**src/hdl/mmrh_pkg.sv**
```systemverilog
// shared types and constants of the rolling hash core
// no dependencies
`timescale 1ns / 1ps
`default_nettype none

package mmrh_pkg;

    localparam int HW  = 30;    // width of one lane value
    localparam int HWL = 4;     // lanes built in hardware

    localparam logic [HW-1:0] LANE_MUL [HWL] = '{30'd1007, 30'd1009, 30'd1013, 30'd1001};
    localparam logic [HW-1:0] LANE_MOD [HWL] =
        '{30'd1000000007, 30'd1000000023, 30'd1000000087, 30'd1000000093};

    typedef enum logic [1:0] {
        MODE_APPEND  = 2'd0,
        MODE_QUERY   = 2'd1,
        MODE_COMPARE = 2'd2,
        MODE_CLEAR   = 2'd3
    } t_mode;

    typedef enum logic [1:0] {
        ST_OK    = 2'd0,
        ST_RANGE = 2'd1,
        ST_FULL  = 2'd2
    } t_status;

    typedef enum logic [2:0] {
        S_IDLE,
        S_RD0,
        S_RD1,
        S_RD2,
        S_RD3,
        S_MUL,
        S_FIN
    } t_state;

endpackage

`default_nettype wire

```
**src/hdl/mmrh_modmul.sv**
```systemverilog
// bit-serial modular multiplier, one bit of b per cycle, msb first
// depends on mmrh_pkg; needs a < m
`timescale 1ns / 1ps
`default_nettype none

module mmrh_modmul
    import mmrh_pkg::*;
(
    input  wire logic          i_clk,
    input  wire logic          i_rst_n,
    input  wire logic          i_start,
    input  wire logic [HW-1:0] i_a,
    input  wire logic [HW-1:0] i_b,
    input  wire logic [HW-1:0] i_m,
    output logic               o_done,
    output logic      [HW-1:0] o_prod
);

    localparam int CW = $clog2(HW);

    logic          r_run;
    logic [CW-1:0] r_cnt;
    logic [HW-1:0] r_acc;
    logic [HW-1:0] r_a;
    logic [HW-1:0] r_b;

    logic [HW:0]   dbl;
    logic [HW-1:0] dbl_red;
    logic [HW:0]   sum;
    logic [HW-1:0] n_acc;

    // acc = 2*acc + bit*a, each add reduced once
    always_comb begin
        dbl     = {r_acc, 1'b0};
        dbl_red = (dbl >= {1'b0, i_m}) ? HW'(dbl - {1'b0, i_m}) : HW'(dbl);
        sum     = {1'b0, dbl_red} + (r_b[HW-1] ? {1'b0, r_a} : '0);
        n_acc   = (sum >= {1'b0, i_m}) ? HW'(sum - {1'b0, i_m}) : HW'(sum);
    end

    always_ff @(posedge i_clk) begin
        if (!i_rst_n) begin
            r_run <= 1'b0;
        end else if (i_start) begin
            r_run <= 1'b1;
        end else if (r_run && r_cnt == CW'(HW - 1)) begin
            r_run <= 1'b0;
        end
    end

    always_ff @(posedge i_clk) begin
        if (i_start) begin
            r_acc <= '0;
            r_a   <= i_a;
            r_b   <= i_b;
            r_cnt <= '0;
        end else if (r_run) begin
            r_acc <= n_acc;
            r_b   <= {r_b[HW-2:0], 1'b0};
            r_cnt <= r_cnt + 1'b1;
        end
    end

    assign o_done = !r_run;
    assign o_prod = r_acc;

endmodule

`default_nettype wire

```
**config.mk**
```make
export PLATFORM = sky130hd
export DESIGN_NAME = mmrh_modmul
export DESIGN_NICKNAME = d
export VERILOG_FILES = /design/src/hdl/mmrh_pkg.sv /design/src/hdl/mmrh_modmul.sv
export SDC_FILE = /design/constraint.sdc
export NUM_CORES = 1
export LEC_CHECK = 0
export BUFFER_PORTS_ARGS = -buffer_cell sky130_fd_sc_hd__buf_2
export CORE_UTILIZATION = 61
export CTS_BUF_LIST = sky130_fd_sc_hd__clkbuf_2
export DETAILED_ROUTE_END_ITERATION = 10
export GPL_TIMING_DRIVEN = 1
export HOLD_SLACK_MARGIN = 0.1
export PLACE_DENSITY = 0.84
export SYNTH_ARGS = -nofsm -noshare
export SYNTH_HDL_FRONTEND = slang
export SYNTH_SLANG_ARGS = --single-unit
```
**constraint.sdc**
```tcl
create_clock -name i_clk -period 9.95 [get_ports i_clk]
set_input_delay 0.995 -clock i_clk [delete_from_list [all_inputs] [get_ports i_clk]]
set_output_delay 0.995 -clock i_clk [all_outputs]
set_load 0.01 [all_outputs]
```
==> metrics.cfg <==
[clock_network]
cts_setup_buffers = 0
root_buffer = clkbuf_2
cts_hold_buf = 0
cts_buffers = 9
clock_path_buffers = 2
cts_num_sinks = 96
cts_resized = 0
htreeDepth = 3
path_clk_slew_ns = 0.42
clkLatencyLatePin_ns = 0.70
cts_tree = done

[sta]
clock_skew_ns = 0.08674
slew_headroom_pct = 42.72
finalHoldViolCount = 0
rsz0062_at_grt = false
finalCriticalPeriod_ns = 8.976
tightest_slew_ns = 0.8485
finalSetupViolations = 0
finalCritPeriodShare_pct = 90.21
max_freq_mhz = 111.4
drv_slew = 0
finalSetupTns_ns = 0

[critical_path]
arrival_ns = 9.54
crit_slowest_cell = o21a_2
crit_path_frequent_cell = a21oi_1
cp-start-kind = input port
cp_slowest_stage_delay_ns = 0.57
worstPathRequired_ns = 10.51
crit_type = input port to register
critPathCaptureType = register
path_max_fanout = 31

[die]
row_count = 44
dieArea_um2 = 15890
fp.dieH_um = 126.1
die_w_um = 126.1
start_util_pct = 63.64
core-area_um2 = 14750
io_pins = 124

[final_layout]
fillCellCount = 1195
nets = 1399
syn2layout_area_growth_pct = 8.875
final_cell_mix = buf_2 (122), nor2_1 (111), ha_1 (92)
final_common_cell = buf_2
drive_gt1_share_pct = 16.45

[global_routing]
track_usage_pct = 32.71
grt_max_degree = 59
antenna_found_initial = 1
grt_pass1_vias = 8208
grt_overflow = 0
grt_pass1_wl_um = 41040

[place]
numPortBuffers = 123
gp_congestion = 1.007
hpwl_um = 19850

[synthesis]
yosysWarnings = 0
synth-seq-cells = 96
syn-num-nets = 1302
synth_cells = 1114
postSynthAreaPerCell_um2 = 8.429
ys_types = 74
ys.flop_type = edfxtp_1
synth_edf_count = 60
async_flop_share_pct = 0
syn_area_um2 = 9390
ys_seq_area_share_pct = 26.86

[routing]
num_vias = 9042
drtAntennaViolNets = 0
routed_wl_um = 25810
avgViaCountPerCell = 6.449
firstDrtPassIters = 6
drtIter0Drc = 831
wire_per_inst_um = 18.41
drc = 0

[hold_path]
hold_class = input port to register

[status]
status = complete, no violations

[flow_run]
cap_violations = 0

[final cells by class]
type | instances | area (um^2) | share of cell area (%)
multi-input combinational | 905 | 6409 | 62.68
clock inverter | 7 | 85.08 | 0.8322
tap | 184 | 230.2 | 2.252
inverter | 70 | 262.8 | 2.570
clock buffer | 9 | 45.04 | 0.4406
sequential | 96 | 2524 | 24.68
antenna | 2 | 5.005 | 0.04895
timing repair buffer | 129 | 663.1 | 6.486
[synthesized netlist by cell type, types with 35 or more instances]
cell	number	area, um^2
inv_1	70	262.8
o21ai_0	52	260.3
a211oi_1	45	337.8
and2_1	35	219.0
a21oi_1	90	450.4
xnor2_1	39	341.6
edfxtp_1	60	1802
nor2_1	111	416.7
ha_1	92	1151
dfxtp_1	36	720.7
nand2_1	71	266.5
nand3_1	41	205.2
[cells by family after synthesis]
kind of cell / after synthesis / share of synthesized area [%]
AO/OA/AOI/OAI: 335 / 24.37
XOR/XNOR: 60 / 5.596
adder cells (fa/ha/maj): 95 / 12.90
buffers and inverters: 113 / 4.930
flip-flops: 96 / 26.86
multiplexers: 61 / 7.129
AND/OR/NAND/NOR: 354 / 18.21
[sequential cells by signal (all words and copies together), names as in the netlist]
| register | cells |
|---|---|
| r_a | 30 |
| r_run | 1 |
| o_prod | 30 |
| r_cnt | 5 |
| r_b | 30 |
[critical path: cells and delay by family]
family          cells  cell delay [ns]
simple gates        6             1.10
fa+ha+maj           3             1.05
compound gates     17             5.03
mux                 2             0.77
xor+xnor            1             0.34
buf+inv             3             0.21
[layer usage]
layer	GRT usage (%)	wire length [um]
met2	49.37	10940
met4	12.76	766
met3	5.947	2690
met1	46.31	11410
met5	0	0
[stage by stage]
| step | instances | setup WS, ns | util (%) | hold WS [ns] | instance area [um^2] |
|---|---|---|---|---|---|
| finish | 1402 | 0.9742 | 69.29 | 0.4189 | 10220 |
| global route | 1402 | 0.3810 | 69.29 | 0.3784 | 10220 |
| CTS | 1400 | 1.180 | 69.26 | 0.4243 | 10220 |
| detailed placement | 1384 | 0.5435 | 68.38 | 0.5088 | 10090 |
| global placement | 1384 | 0.8171 | 68.38 | 0.5012 | 10090 |
| floorplan | 1114 | 2.179 | - | 0.4782 | 9390 |
[path summary, 6_finish.rpt]
path              from   endpoint  slack [ns]  depth (start not counted)
max             i_m[2]  o_prod[0]        0.97                         32
min            i_a[29]    r_a[29]        0.42                          1
max reg2reg  o_prod[2]  o_prod[0]        1.04                         30
min reg2reg    r_b[18]    r_b[19]        0.50                          1
Power is not shown: default switching activity piles up to over one toggle a cycle in this logic, so the estimate is an artifact.
